`src/hw/rtl/cvh_pkg.sv`:
```
`timescale 1ns / 1ps
package cvh_pkg;

   localparam logic SIDE_LEFT  = 1'b0;
   localparam logic SIDE_RIGHT = 1'b1;

   typedef enum logic [3:0] {
      ST_LOAD,
      ST_EXT_RD,
      ST_EXT_CMP,
      ST_WALK_CHK,
      ST_OR_RD1,
      ST_OR_RD2,
      ST_OR_DIF,
      ST_OR_MUL,
      ST_OR_CMP,
      ST_FLT_LD,
      ST_EM_RD,
      ST_EM_LD,
      ST_EM_WAIT
   } state_type;

   typedef enum logic [1:0] {
      OUT_FAULT,
      OUT_LEFT,
      OUT_RIGHT
   } out_src_type;

   typedef struct packed {
      logic        wr_en;
      logic        wr_side;
      logic        cap_ab;
      logic        walk_right;
      logic        diff_en;
      logic        mul_en;
      logic        best_l_ld;
      logic        best_r_ld;
      logic        out_ld;
      out_src_type out_src;
      logic        out_last;
   } dp_cmd_type;

   typedef struct packed {
      logic l_gt;
      logic r_lt;
      logic ori_neg;
      logic ori_pos;
   } dp_stat_type;

endpackage

```
`src/hw/rtl/cvh_dp.sv`:
```
`timescale 1ns / 1ps
module cvh_dp #(
   parameter int MAX_HULL   = 32,
   parameter int COORD_BITS = 16
) (
   input  logic                          clock,
   input  cvh_pkg::dp_cmd_type           cmd,
   input  logic [$clog2(MAX_HULL)-1:0]   wr_addr,
   input  logic [$clog2(MAX_HULL)-1:0]   rd_addr_l,
   input  logic [$clog2(MAX_HULL)-1:0]   rd_addr_r,
   input  logic signed [COORD_BITS-1:0]  in_x,
   input  logic signed [COORD_BITS-1:0]  in_y,
   output cvh_pkg::dp_stat_type          stat,
   output logic signed [COORD_BITS-1:0]  out_x,
   output logic signed [COORD_BITS-1:0]  out_y,
   output logic                          out_last,
   output logic                          out_fault
);
   import cvh_pkg::*;

   localparam int CB = COORD_BITS;
   localparam int PW = 2 * CB;
   localparam int DW = CB + 1;
   localparam int MW = 2 * DW;

   logic [PW-1:0] mem_l [MAX_HULL];
   logic [PW-1:0] mem_r [MAX_HULL];
   logic [PW-1:0] rd_l_ff, rd_r_ff;

   logic signed [CB-1:0] rl_x, rl_y, rr_x, rr_y, c_x, c_y;
   logic signed [CB-1:0] a_x_ff, a_y_ff, b_x_ff, b_y_ff;
   logic signed [CB-1:0] best_l_ff, best_r_ff;
   logic signed [DW-1:0] d1_ff, d2_ff, d3_ff, d4_ff;
   logic signed [MW-1:0] p1_ff, p2_ff;
   logic signed [MW:0]   pd;
   logic signed [CB-1:0] out_x_ff, out_y_ff;
   logic                 out_last_ff, out_fault_ff;

   assign rl_x = rd_l_ff[PW-1:CB];
   assign rl_y = rd_l_ff[CB-1:0];
   assign rr_x = rd_r_ff[PW-1:CB];
   assign rr_y = rd_r_ff[CB-1:0];
   assign c_x  = cmd.walk_right ? rr_x : rl_x;
   assign c_y  = cmd.walk_right ? rr_y : rl_y;

   always_ff @(posedge clock) begin
      if (cmd.wr_en && cmd.wr_side == SIDE_LEFT) begin
         mem_l[wr_addr] <= {in_x, in_y};
      end
      if (cmd.wr_en && cmd.wr_side == SIDE_RIGHT) begin
         mem_r[wr_addr] <= {in_x, in_y};
      end
      rd_l_ff <= mem_l[rd_addr_l];
      rd_r_ff <= mem_r[rd_addr_r];
   end

   // orientation: sign of (c.x-b.x)*(b.y-a.y) - (c.y-b.y)*(b.x-a.x)
   always_ff @(posedge clock) begin
      if (cmd.cap_ab) begin
         if (cmd.walk_right) begin
            a_x_ff <= rl_x;  a_y_ff <= rl_y;
            b_x_ff <= rr_x;  b_y_ff <= rr_y;
         end else begin
            a_x_ff <= rr_x;  a_y_ff <= rr_y;
            b_x_ff <= rl_x;  b_y_ff <= rl_y;
         end
      end
      if (cmd.diff_en) begin
         d1_ff <= DW'(c_x) - DW'(b_x_ff);
         d2_ff <= DW'(b_y_ff) - DW'(a_y_ff);
         d3_ff <= DW'(c_y) - DW'(b_y_ff);
         d4_ff <= DW'(b_x_ff) - DW'(a_x_ff);
      end
      if (cmd.mul_en) begin
         p1_ff <= d1_ff * d2_ff;
         p2_ff <= d3_ff * d4_ff;
      end
      if (cmd.best_l_ld) best_l_ff <= rl_x;
      if (cmd.best_r_ld) best_r_ff <= rr_x;
      if (cmd.out_ld) begin
         out_last_ff <= cmd.out_last;
         unique case (cmd.out_src)
            OUT_LEFT: begin
               out_x_ff     <= rl_x;
               out_y_ff     <= rl_y;
               out_fault_ff <= 1'b0;
            end
            OUT_RIGHT: begin
               out_x_ff     <= rr_x;
               out_y_ff     <= rr_y;
               out_fault_ff <= 1'b0;
            end
            default: begin
               out_x_ff     <= '0;
               out_y_ff     <= '0;
               out_fault_ff <= 1'b1;
            end
         endcase
      end
   end

   assign pd = (MW+1)'(p1_ff) - (MW+1)'(p2_ff);

   always_comb begin
      stat.l_gt    = rl_x > best_l_ff;
      stat.r_lt    = rr_x < best_r_ff;
      stat.ori_neg = pd[MW];
      stat.ori_pos = !pd[MW] && (pd != '0);
   end

   assign out_x     = out_x_ff;
   assign out_y     = out_y_ff;
   assign out_last  = out_last_ff;
   assign out_fault = out_fault_ff;

endmodule

```
`config.mk`:
```
export PLATFORM = sky130hd
export DESIGN_NAME = cvh_dp
export DESIGN_NICKNAME = d
export VERILOG_FILES = /design/src/hw/rtl/cvh_pkg.sv /design/src/hw/rtl/cvh_dp.sv
export SDC_FILE = /design/constraint.sdc
export NUM_CORES = 2
export LEC_CHECK = 0
export BUFFER_PORTS_ARGS = -buffer_cell sky130_fd_sc_hd__buf_2
export CAP_MARGIN = 20
export CORE_AREA = 5 5 489 394
export DETAILED_ROUTE_END_ITERATION = 8
export DIE_AREA = 0 0 494 399
export PLACE_DENSITY = 0.76
export SYNTH_ARGS = -nofsm -noshare
export SYNTH_HDL_FRONTEND = slang
export SYNTH_SLANG_ARGS = --single-unit
```
`constraint.sdc`:
```
create_clock -name clock -period 9.3 [get_ports clock]
set_input_delay 0.93 -clock clock [delete_from_list [all_inputs] [get_ports clock]]
set_output_delay 0.93 -clock clock [all_outputs]
set_load 0.05 [all_outputs]
```
==> qor.yml <==
placed_design:
  dp_slack_ns: 2.32
  dp_hpwl_um: 166000
  portBuffers: 97
  gp_congestion: 0.917
synth:
  synth_nets: 7673
  synth_compound_area_share_pct: 2.36
  netlist_area_um2: 115000
  syn_avg_cell_area_um2: 17.2
  synth_area_leaders: "edfxtp_1, mux4_2, fa_1, ha_1, inv_1"
  synthArstFlopShare_pct: 0
  ys_ff_latch: 2378
  syn_inst: 6715
  synthMuxAreaShare_pct: 13.8
  synth_top_family_by_area: "multiplexers"
  synth_edf_count: 2314
  synth_xor_area_share_pct: 0.910
  synth_top_cell_by_area: "edfxtp_1"
  synth-seq-area-share_pct: 61.3
  synthSimpleGateAreaFrac_pct: 4.63
  yosysWarnings: 0
  yosysUniqueCellTypes: 81
  ys.flop_type: "edfxtp_1"
  synth_adder_area_share_pct: 13.6
  synth_top_cell_area_share_pct: 60.2
worst_setup_path:
  setup.worst_path.class: "register to register"
  cp.arrival_ns: 7.62
  cpMostUsedCell: "fa_1"
  worst_path_max_delay_cell: "edfxtp_1"
  cp_max_fo: 17
  cp-end-kind: "register"
  crit_required_ns: 9.82
  worstPathCellList: "nand2_1, inv_1, fa_1, fa_1, inv_1, fa_1, fa_1, fa_1, fa_1, inv_1, ha_1, a21o_1, a21oi_1, nor2b_1, a2111oi_0, o21ai_0, o2111ai_1, o21ai_1, xnor2_1"
  setup.worst_path.start_class: "register"
  critPathMaxStageDelay_ns: 0.83
timing:
  final_max_slew_viol_count: 0
  timing.final.ws_setup_ns: 2.21
  worstMarginPinSlew_ns: 1.17
  post-route-min-period_ns: 7.09
  setup_viol: 0
  finClkSkew_ns: 0.0985
  max_clock_freq_mhz: 141
  rsz0062_at_grt: "false"
  setup_tns_ns: 0
  relSlewSlack_pct: 22.3
  min_period_over_period_pct: 76.3
  holdWs_ns: 0.261
  hold_violations: 0
clock_network:
  cts_max_path_buffers: 3
  path_clk_slew_ns: 0.08
  clock_sinks: 2378
  cts_resized: 0
  cts_root_buf: "clkbuf_16"
  h-tree-depth: 4
  post_cts_buffers: 0
  clkLatencyLatePin_ns: 0.88
  hold_buffers: 0
  cts_tree: "yes"
  numCtsBuffers: 212
outcome:
  status: "finished clean"
routing:
  route.detailed.drc: 0
  vias: 60700
  drt-total-wl_um: 288000
  viasPerCell: 6.31
  wl_per_cell_um: 30.0
  dr.pass1.iters: 6
  ant_nets: 0
  drtIter0Drc: 7501
die:
  io_pins: 98
  start_util_pct: 61.8
  coreArea_um2: 187000
  placementRows: 142
  die_area_um2: 197000
  die_w_um: 494
  die_h_um: 399
final_layout:
  area_growth_pct: 10.1
  nets: 7854
  drive_gt1_share_pct: 19.7
global_route:
  grt_pass1_vias: 63500
  grt_max_degree: 159
  grt_overflow: 0
  grtUsageTotal_pct: 29.8
  antenna_found_initial: 29
  grt_first_pass_wirelength_um: 427000
job:
  drv_cap: 0
min_path:
  hold_class: "input pin to register"
sequential cells by signal, summed over array words and instances, names as in the netlist, 17 cells and up:
register and count:
d1_ff 17, d2_ff 17, d3_ff 17, d4_ff 17, mem_l 1024, mem_r 1024, p1_ff 34, p2_ff 34
rd_l_ff 32, rd_r_ff 32
layer usage:
metal | share of wire (%) | track usage, %
met1 | 37 | 40.3
met2 | 50 | 49.9
met3 | 9.6 | 6.15
met4 | 3.3 | 9.05
met5 | 0.035 | 0
worst max-delay path, delay by kind of cell, from the launching register on:
family	cells	cell delay, ns
xor gates and xnor gates	1	0.13
and+or+nand+nor	2	0.28
AOI/OAI and AO/OA	6	1.48
adders and majority gates	7	3.70
DFF	1	0.83
buffers and inverters	3	0.38
worst paths after layout:
kind	start	endpoint	slack, ns	cells past startpoint
setup / recovery	d2_ff[2]$_DFFE_PP_	p1_ff[33]$_DFFE_PP_	2.21	19
hold / removal	cmd[0]	out_last$_DFFE_PP_	0.26	1
setup reg to reg	d2_ff[2]$_DFFE_PP_	p1_ff[33]$_DFFE_PP_	2.21	19
hold reg to reg	rd_l_ff[20]$_DFF_P_	best_l_ff[4]$_DFFE_PP_	0.56	0
cells in the final DEF (no fill, tap or decap), types with 26 or more instances in the layout:
master	count
nor2_1	175
nand2_1	348
fa_1	597
buf_4	95
a21oi_1	96
dfxtp_1	64
a21o_1	38
nor2b_1	40
nor2_4	64
clkbuf_1	33
clkinv_1	37
mux4_2	640
a22oi_1	33
buf_2	89
mux2_2	125
xnor2_1	100
ha_1	301
clkbuf_16	213
buf_12	28
nand3_1	36
nand2b_1	33
o21ai_0	74
clkinv_2	56
o21a_1	26
and2_1	292
edfxtp_1	2314
inv_1	798
nor3_1	40
kinds of logic (layout without fill, tap and decap cells):
kind of cell               Yosys count  after routing
AOI/OAI and AO/OA                  402            402
xor gates and xnor gates           120            120
adders and majority gates          898            898
buffers and inverters             1050           1417
DFF                               2378           2378
muxes                              771            771
other                                0             13
and+or+nand+nor                   1096           1096
area by class of cell:
cell class	count	area [um^2]
Inverter	798	3000
Multi-Input combinational cell	3287	41200
Clock inverter	148	1590
Antenna cell	13	32.5
Sequential cell	2378	70800
Tap cell	2520	3150
Fill cell	11800	59800
Clock buffer	252	5540
Timing Repair Buffer	219	1860
cells in the mapped netlist, types with 4 or more instances:
cell type,n
a31oi_1,16
nand2b_1,33
fa_1,597
o21a_1,26
or3_1,12
xor2_1,20
nor2b_1,40
o21ai_0,74
buf_1,49
a22oi_1,33
mux4_2,640
o22ai_1,5
nand3_1,36
o211ai_1,5
xnor2_1,100
nor2_1,239
o41ai_1,4
buf_2,15
o21ai_1,6
o2111ai_1,10
a21o_1,38
and3_1,15
a21oi_1,96
dfxtp_1,64
nor3_1,40
edfxtp_1,2314
nor4_1,4
and2_1,292
nand2_1,348
mux2i_1,6
clkbuf_1,188
nand3b_1,12
mux2_2,125
nand4_1,9
a21boi_0,13
ha_1,301
o21bai_1,9
a211oi_1,11
a41o_1,5
inv_1,798
per-stage QoR:
stage,cell area (um^2),util [%],cells
3_5_place_dp,119000,63.9,9175
6_report,127000,68.0,9615
2_1_floorplan,115000,-,6715
5_1_grt,127000,68.0,9605
3_3_place_gp,119000,63.9,9175
4_1_cts,127000,67.7,9575
Power is left out: the tool's default activity adds up to more than one toggle a clock period on the data nets, which glitch-free logic cannot reach.
