$ cat src/hw/rtl/cvh_pkg.sv
`timescale 1ns / 1ps
package cvh_pkg;

   localparam logic SIDE_LEFT  = 1'b0;
   localparam logic SIDE_RIGHT = 1'b1;

   typedef enum logic [3:0] {
      ST_LOAD,
      ST_EXT_RD,
      ST_EXT_CMP,
      ST_WALK_CHK,
      ST_OR_RD1,
      ST_OR_RD2,
      ST_OR_DIF,
      ST_OR_MUL,
      ST_OR_CMP,
      ST_FLT_LD,
      ST_EM_RD,
      ST_EM_LD,
      ST_EM_WAIT
   } state_type;

   typedef enum logic [1:0] {
      OUT_FAULT,
      OUT_LEFT,
      OUT_RIGHT
   } out_src_type;

   typedef struct packed {
      logic        wr_en;
      logic        wr_side;
      logic        cap_ab;
      logic        walk_right;
      logic        diff_en;
      logic        mul_en;
      logic        best_l_ld;
      logic        best_r_ld;
      logic        out_ld;
      out_src_type out_src;
      logic        out_last;
   } dp_cmd_type;

   typedef struct packed {
      logic l_gt;
      logic r_lt;
      logic ori_neg;
      logic ori_pos;
   } dp_stat_type;

endpackage

$ cat src/hw/rtl/cvh_ctrl.sv
`timescale 1ns / 1ps
module cvh_ctrl #(
   parameter int MAX_HULL = 32
) (
   input  logic                         clock,
   input  logic                         reset,
   input  logic                         req_valid,
   input  logic                         req_side,
   input  logic                         req_final,
   output logic                         req_ready,
   input  logic                         rsp_ready,
   output logic                         rsp_valid,
   output cvh_pkg::dp_cmd_type          cmd,
   input  cvh_pkg::dp_stat_type         stat,
   output logic [$clog2(MAX_HULL)-1:0]  wr_addr,
   output logic [$clog2(MAX_HULL)-1:0]  rd_addr_l,
   output logic [$clog2(MAX_HULL)-1:0]  rd_addr_r
);
   import cvh_pkg::*;

   localparam int IW = $clog2(MAX_HULL);
   localparam int CW = $clog2(MAX_HULL + 1);
   localparam int RW = CW + 1;
   localparam logic [CW-1:0] CNT_MAX = CW'(MAX_HULL);

   function automatic logic [IW-1:0] inc_mod(input logic [IW-1:0] idx,
                                             input logic [CW-1:0] n);
      logic [CW-1:0] nxt;
      nxt = CW'(idx) + CW'(1);
      return (nxt == n) ? '0 : nxt[IW-1:0];
   endfunction

   function automatic logic [IW-1:0] dec_mod(input logic [IW-1:0] idx,
                                             input logic [CW-1:0] n);
      logic [CW-1:0] prv;
      prv = n - CW'(1);
      return (idx == '0) ? prv[IW-1:0] : idx - IW'(1);
   endfunction

   state_type     state_ff, state_in;
   logic [CW-1:0] nl_ff, nl_in, nr_ff, nr_in;
   logic          ovf_ff, ovf_in;
   logic [CW-1:0] i_ff, i_in, s_ff, s_in;
   logic [RW-1:0] r_ff, r_in;
   logic [IW-1:0] il_ff, il_in, ir_ff, ir_in;
   logic [IW-1:0] wl_ff, wl_in, wr_ff, wr_in;
   logic [IW-1:0] ul_ff, ul_in, ur_ff, ur_in;
   logic [IW-1:0] ll_ff, ll_in, lr_ff, lr_in;
   logic [IW-1:0] ind_ff, ind_in;
   logic          done_ff, done_in, lower_ff, lower_in, second_ff, second_in;
   logic          em_right_ff, em_right_in, last_ff, last_in;

   logic          walk_right, brk, end_walk, em_last;
   logic [IW-1:0] cur, nx;
   logic [CW-1:0] n_side;
   logic [RW-1:0] rounds;

   always_ff @(posedge clock) begin
      if (reset) begin
         state_ff    <= ST_LOAD;
         nl_ff       <= '0;
         nr_ff       <= '0;
         ovf_ff      <= 1'b0;
         i_ff        <= '0;
         s_ff        <= '0;
         r_ff        <= '0;
         done_ff     <= 1'b0;
         lower_ff    <= 1'b0;
         second_ff   <= 1'b0;
         em_right_ff <= 1'b0;
         last_ff     <= 1'b0;
      end else begin
         state_ff    <= state_in;
         nl_ff       <= nl_in;
         nr_ff       <= nr_in;
         ovf_ff      <= ovf_in;
         i_ff        <= i_in;
         s_ff        <= s_in;
         r_ff        <= r_in;
         done_ff     <= done_in;
         lower_ff    <= lower_in;
         second_ff   <= second_in;
         em_right_ff <= em_right_in;
         last_ff     <= last_in;
      end
   end

   always_ff @(posedge clock) begin
      il_ff  <= il_in;
      ir_ff  <= ir_in;
      wl_ff  <= wl_in;
      wr_ff  <= wr_in;
      ul_ff  <= ul_in;
      ur_ff  <= ur_in;
      ll_ff  <= ll_in;
      lr_ff  <= lr_in;
      ind_ff <= ind_in;
   end

   // first walk of a tangent steps forward and stops on a left turn,
   // the second steps backward and stops on a right turn
   assign walk_right = lower_ff ^ second_ff;
   assign cur        = walk_right ? wr_ff : wl_ff;
   assign n_side     = walk_right ? nr_ff : nl_ff;
   assign nx         = second_ff ? dec_mod(cur, n_side) : inc_mod(cur, n_side);
   assign rounds     = RW'(nl_ff) + RW'(nr_ff);
   assign brk        = second_ff ? stat.ori_pos : stat.ori_neg;
   assign em_last    = em_right_ff && ((ind_ff == ur_ff) || (s_ff + CW'(1) == nr_ff));

   always_comb begin
      state_in    = state_ff;
      nl_in       = nl_ff;
      nr_in       = nr_ff;
      ovf_in      = ovf_ff;
      i_in        = i_ff;
      s_in        = s_ff;
      r_in        = r_ff;
      il_in       = il_ff;
      ir_in       = ir_ff;
      wl_in       = wl_ff;
      wr_in       = wr_ff;
      ul_in       = ul_ff;
      ur_in       = ur_ff;
      ll_in       = ll_ff;
      lr_in       = lr_ff;
      ind_in      = ind_ff;
      done_in     = done_ff;
      lower_in    = lower_ff;
      second_in   = second_ff;
      em_right_in = em_right_ff;
      last_in     = last_ff;
      cmd         = '0;
      wr_addr     = '0;
      rd_addr_l   = '0;
      rd_addr_r   = '0;
      req_ready   = 1'b0;
      rsp_valid   = 1'b0;
      end_walk    = 1'b0;

      unique case (state_ff)
         ST_LOAD: begin
            req_ready = 1'b1;
            if (req_valid) begin
               if (req_side == SIDE_RIGHT) begin
                  if (nr_ff < CNT_MAX) begin
                     cmd.wr_en   = 1'b1;
                     cmd.wr_side = SIDE_RIGHT;
                     wr_addr     = nr_ff[IW-1:0];
                     nr_in       = nr_ff + CW'(1);
                  end else begin
                     ovf_in = 1'b1;
                  end
               end else begin
                  if (nl_ff < CNT_MAX) begin
                     cmd.wr_en   = 1'b1;
                     cmd.wr_side = SIDE_LEFT;
                     wr_addr     = nl_ff[IW-1:0];
                     nl_in       = nl_ff + CW'(1);
                  end else begin
                     ovf_in = 1'b1;
                  end
               end
               if (req_final) begin
                  if (nl_in == '0 || nr_in == '0 || ovf_in) begin
                     state_in = ST_FLT_LD;
                  end else begin
                     i_in     = '0;
                     state_in = ST_EXT_RD;
                  end
               end
            end
         end
         ST_EXT_RD: begin
            rd_addr_l = i_ff[IW-1:0];
            rd_addr_r = i_ff[IW-1:0];
            state_in  = ST_EXT_CMP;
         end
         ST_EXT_CMP: begin
            // strict compare keeps the first of equal extremes
            if (i_ff < nl_ff && (i_ff == '0 || stat.l_gt)) begin
               il_in         = i_ff[IW-1:0];
               cmd.best_l_ld = 1'b1;
            end
            if (i_ff < nr_ff && (i_ff == '0 || stat.r_lt)) begin
               ir_in         = i_ff[IW-1:0];
               cmd.best_r_ld = 1'b1;
            end
            i_in = i_ff + CW'(1);
            if (i_in >= nl_ff && i_in >= nr_ff) begin
               wl_in     = il_in;
               wr_in     = ir_in;
               lower_in  = 1'b0;
               second_in = 1'b0;
               done_in   = 1'b1;
               r_in      = '0;
               s_in      = '0;
               state_in  = ST_WALK_CHK;
            end else begin
               state_in = ST_EXT_RD;
            end
         end
         ST_WALK_CHK: begin
            if (s_ff >= n_side) begin
               end_walk = 1'b1;
            end else begin
               state_in = ST_OR_RD1;
            end
         end
         ST_OR_RD1: begin
            rd_addr_l = wl_ff;
            rd_addr_r = wr_ff;
            state_in  = ST_OR_RD2;
         end
         ST_OR_RD2: begin
            cmd.cap_ab     = 1'b1;
            cmd.walk_right = walk_right;
            if (walk_right) begin
               rd_addr_r = nx;
            end else begin
               rd_addr_l = nx;
            end
            state_in = ST_OR_DIF;
         end
         ST_OR_DIF: begin
            cmd.diff_en    = 1'b1;
            cmd.walk_right = walk_right;
            state_in       = ST_OR_MUL;
         end
         ST_OR_MUL: begin
            cmd.mul_en = 1'b1;
            state_in   = ST_OR_CMP;
         end
         ST_OR_CMP: begin
            if (brk) begin
               end_walk = 1'b1;
            end else begin
               if (walk_right) begin
                  wr_in = nx;
               end else begin
                  wl_in = nx;
               end
               s_in = s_ff + CW'(1);
               if (second_ff) done_in = 1'b0;
               state_in = ST_WALK_CHK;
            end
         end
         ST_FLT_LD: begin
            cmd.out_ld   = 1'b1;
            cmd.out_src  = OUT_FAULT;
            cmd.out_last = 1'b1;
            last_in      = 1'b1;
            state_in     = ST_EM_WAIT;
         end
         ST_EM_RD: begin
            rd_addr_l = ind_ff;
            rd_addr_r = ind_ff;
            state_in  = ST_EM_LD;
         end
         ST_EM_LD: begin
            cmd.out_ld   = 1'b1;
            cmd.out_src  = em_right_ff ? OUT_RIGHT : OUT_LEFT;
            cmd.out_last = em_last;
            last_in      = em_last;
            state_in     = ST_EM_WAIT;
         end
         ST_EM_WAIT: begin
            rsp_valid = 1'b1;
            if (rsp_ready) begin
               if (last_ff) begin
                  nl_in    = '0;
                  nr_in    = '0;
                  ovf_in   = 1'b0;
                  state_in = ST_LOAD;
               end else if (!em_right_ff) begin
                  if (ind_ff == ll_ff || s_ff + CW'(1) == nl_ff) begin
                     em_right_in = 1'b1;
                     ind_in      = lr_ff;
                     s_in        = '0;
                  end else begin
                     ind_in = inc_mod(ind_ff, nl_ff);
                     s_in   = s_ff + CW'(1);
                  end
                  state_in = ST_EM_RD;
               end else begin
                  ind_in   = inc_mod(ind_ff, nr_ff);
                  s_in     = s_ff + CW'(1);
                  state_in = ST_EM_RD;
               end
            end
         end
         default: begin
            state_in = ST_LOAD;
         end
      endcase

      if (end_walk) begin
         if (!second_ff) begin
            second_in = 1'b1;
            s_in      = '0;
            state_in  = ST_WALK_CHK;
         end else begin
            r_in = r_ff + RW'(1);
            if (done_ff || r_in >= rounds) begin
               if (!lower_ff) begin
                  ul_in     = wl_ff;
                  ur_in     = wr_ff;
                  wl_in     = il_ff;
                  wr_in     = ir_ff;
                  lower_in  = 1'b1;
                  second_in = 1'b0;
                  done_in   = 1'b1;
                  r_in      = '0;
                  s_in      = '0;
                  state_in  = ST_WALK_CHK;
               end else begin
                  ll_in       = wl_ff;
                  lr_in       = wr_ff;
                  em_right_in = 1'b0;
                  ind_in      = ul_ff;
                  s_in        = '0;
                  state_in    = ST_EM_RD;
               end
            end else begin
               second_in = 1'b0;
               done_in   = 1'b1;
               s_in      = '0;
               state_in  = ST_WALK_CHK;
            end
         end
      end
   end

endmodule

$ cat config.mk
export PLATFORM = sky130hd
export DESIGN_NAME = cvh_ctrl
export DESIGN_NICKNAME = d
export VERILOG_FILES = /design/src/hw/rtl/cvh_pkg.sv /design/src/hw/rtl/cvh_ctrl.sv
export SDC_FILE = /design/constraint.sdc
export NUM_CORES = 1
export LEC_CHECK = 0
export ABC_CLOCK_PERIOD_IN_PS = 3300
export BUFFER_PORTS_ARGS = -buffer_cell sky130_fd_sc_hd__buf_2
export CAP_MARGIN = 20
export CORE_MARGIN = 3
export CORE_UTILIZATION = 50
export DETAILED_ROUTE_END_ITERATION = 12
export PLACE_DENSITY_LB_ADDON = 0.3
export SYNTH_ARGS = -nofsm -noshare
export SYNTH_HDL_FRONTEND = slang
export SYNTH_SLANG_ARGS = --single-unit
$ cat constraint.sdc
create_clock -name clock -period 3.3 [get_ports clock]
set_clock_uncertainty 0.15 [all_clocks]
set_input_delay 0.33 -clock clock [delete_from_list [all_inputs] [get_ports clock]]
set_output_delay 0.33 -clock clock [all_outputs]
set_load 0.02 [all_outputs]
==> results by group <==
Outcome
  • Status: complete, but fails checks
  • Failing checks: negative setup slack

Synth
  • Synthesized area: 7010 sq um
  • Most used DFF post-synth: dfxtp_1
  • Async S/R FF share, synth: 0%
  • Yosys top cell by area: dfxtp_1
  • Seq/Total Area, Yosys: 28.8%
  • Synthesis warning total: 0
  • Synth area leaders: dfxtp_1, edfxtp_1, ha_1
  • Net count after synthesis: 879
  • Share of the synthesized area in the top cell type: 16.0%
  • Post-synthesis cell count: 813
  • Netlist cell types: 85
  • Post-synthesis register bit count: 86
  • Mapped Avg Cell Area: 8.62 sq um
  • Post-synth EDFFs: 30

Worst setup path
  • Reg-to-Reg End: wr_ff[4]
  • Reg-to-reg setup timing slack: -0.11 ns
  • R2r worst-path depth: 17
  • CP Launch Type: register
  • Critical Path Fanout Max: 6
  • Crit-path cells: inv_4, ha_4, mux2_4, ha_4, a21boi_4, xnor3_1, nand4b_1, nor3b_1, o22ai_2, a221o_1, buf_2
  • WP data required: 2.82 ns
  • Crit-path most repeated cell: ha_4
  • CP endpoint kind: output port
  • R2r startpoint: lower_ff
  • Arr. time, crit path: 3.08 ns
  • Critical-path top delay cell: a221o_1
  • Critical path type: register to output port
  • CP peak stage delay: 0.36 ns
  • Critical Path Start: lower_ff

Layout
  • Nets: 962
  • Share of cells above drive strength 1: 22.8%
  • Commonest cells after routing, fill and taps aside: nor2_1, buf_4, nand2_1
  • Commonest non-fill, non-tap cell in the layout: nor2_1
  • Area Growth Syn to Fin: 19.5%
  • Number of diodes: 0

Hold path
  • Hold path endpoint: done_ff
  • Hold depth: 3
  • Hold path start: stat[0]
  • Worst hold path type: primary input to register

Global routing
  • Largest net degree at the start of global routing: 35
  • First-pass GRT wire length: 34.3 mm
  • Vias in the first global route: 6529
  • Total global routing track utilization: 27.1%
  • Initial antenna violation count: 0
  • GR Overflow Total: 0

STA
  • Final Cycle Share: 108%
  • Fmax: 281 MHz
  • Setup ws final: -0.261 ns
  • Final min period: 3.56 ns
  • Final setup viols: 31
  • Final Max Tran Viols: 0
  • Fin Hold WS: 0.198 ns
  • Slew @ Worst Pin: 0.703 ns
  • Relative slew slack: 53.1%
  • Final Hold Vio Count: 0
  • RSZ-0062 raised after global routing: yes

Route
  • DR WL met2: 9.83 mm
  • Final antenna-violating net count: 0
  • Routed wire length: 21.8 mm
  • 1st-pass router iterations: 6
  • Post-DR wirelength/cell: 20.3 um
  • Vias: 6746
  • Initial DRC Count: 878
  • Met1 wire length: 9.19 mm
  • Drt via density: 6.26
  • Top Metal Used: met4
  • WL met3: 2.16 mm
  • Post-route DRC violation count: 0

Floorplanning
  • Core area: 13500 sq um
  • Io pins: 39
  • Row count: 42
  • Die W: 124 um
  • Initial Util: 52.1%
  • Die Footprint: 15500 sq um
  • Die Y: 124 um

Power and ir drop
  • Power Total: 5.85 mW
  • Peak supply drop: 0.465 mV
  • Pwr dens: 698 nW/um^2
  • Leakage: 3.37 nW

Clock network
  • Worst-path clk slew: 0.06 ns
  • Root Driver: clkbuf_16
  • CTS Sinks: 86
  • CTS Buf Count: 9
  • H-tree Lvls: 3
  • Clock Latency Late Sink: 0.36 ns
  • Clock buffer depth: 2
  • CTS tree: built
  • Hold buffer count at CTS: 0

Placed design
  • Final GP Congestion: 0.911
  • Hpwl dp: 15.9 mm
  • PortBufs: 38

Run
  • Max-cap check violation count: 0
cell usage after synthesis, types with 16 or more instances:
cell type	number
nor2_1	89
dfxtp_1	56
nand2_1	56
ha_1	55
a21oi_1	46
xnor2_1	45
o21ai_0	31
edfxtp_1	30
clkbuf_1	28
inv_1	28
nand3_1	25
nor3_1	25
a22oi_1	23
xor2_1	18
mux2_2	16
registers in the layout (all words and copies together), names as in the netlist, 5 cells and up:
| register | cells |
|---|---|
| ll_ff | 5 |
| r_ff | 7 |
| ul_ff | 5 |
| ur_ff | 5 |
| s_ff | 6 |
| ind_ff | 5 |
| lr_ff | 5 |
| wl_ff | 5 |
| nl_ff | 6 |
| nr_ff | 6 |
| wr_ff | 5 |
| i_ff | 6 |
| il_ff | 5 |
| ir_ff | 5 |
power breakdown:
part / internal [mW] / total [mW] / switching (mW)
combinational: 1.43 / 3.28 / 1.84
clock: 0.517 / 0.985 / 0.468
sequential: 1.31 / 1.59 / 0.272
cell type report:
cell class | count | area [sq um]
well taps | 176 | 220
multi-input cells | 645 | 4820
clock inverters | 7 | 53.8
flip-flops and latches | 86 | 2030
repair buffers | 124 | 913
clock buffers | 9 | 225
fillers | 1165 | 5080
inverters | 30 | 115
layer usage:
metal  vias to the layer above  GRT usage [%]
met1                      3183           36.6
met2                       352           41.7
met3                        56           7.12
met5                         -              0
li1                       3155              -
met4                         0           10.3
how the worst max path moves through the flow:
| stage | to | slack [ns] | depth (start not counted) |
|---|---|---|---|
| 2_1_floorplan | rd_addr_r[1] | -0.06 | 13 |
| 3_3_place_gp | wr_ff[4] | -0.004 | 14 |
| 3_5_place_dp | r_ff[4] | -0.09 | 14 |
| 4_1_cts | rd_addr_r[1] | -0.24 | 11 |
| 5_1_grt | rd_addr_r[0] | -0.34 | 11 |
| 6_report | rd_addr_l[3] | -0.26 | 11 |
cell families (layout without fill, tap and decap cells):
family	after synthesis	count (layout)	share of synthesized area, %
xor+xnor	68	68	9.39
buf+inv	82	170	5.09
mux	31	31	4.77
fa+ha+maj	56	56	10.1
compound gates	217	217	22.4
simple gates	273	273	19.4
flops	86	86	28.8
stage by stage:
step	area (sq um)	setup WS (ns)	utilization, %	std cells	setup TNS (ns)
2_1_floorplan	7100	-0.0584	-	813	-0.0697
3_3_place_gp	7780	-0.00430	57.8	1044	-0.00430
3_5_place_dp	7780	-0.0940	57.8	1044	-0.158
5_1_grt	8370	-0.342	62.2	1077	-7.31
4_1_cts	8260	-0.244	61.4	1074	-1.97
6_report	8370	-0.261	62.2	1077	-2.64
what timing repair did:
item / CTS / global route
buffers inserted: 13 / 2
gates cloned: 1 / 1
gates resized for setup: 27 / 19
setup endpoints to repair: 17 / 61
pin swaps: 18 / 9
worst max-delay path: cells and delay by family (launching register included):
family	cells	cell delay, ns
buffers and inverters	2	0.21
adder cells (fa/ha/maj)	2	0.47
XOR/XNOR	1	0.17
multiplexers	1	0.34
AO/OA/AOI/OAI	3	0.67
flip-flops	1	0.35
AND/OR/NAND/NOR	2	0.50
No activity file was read; power rests on OpenSTA's default activity.
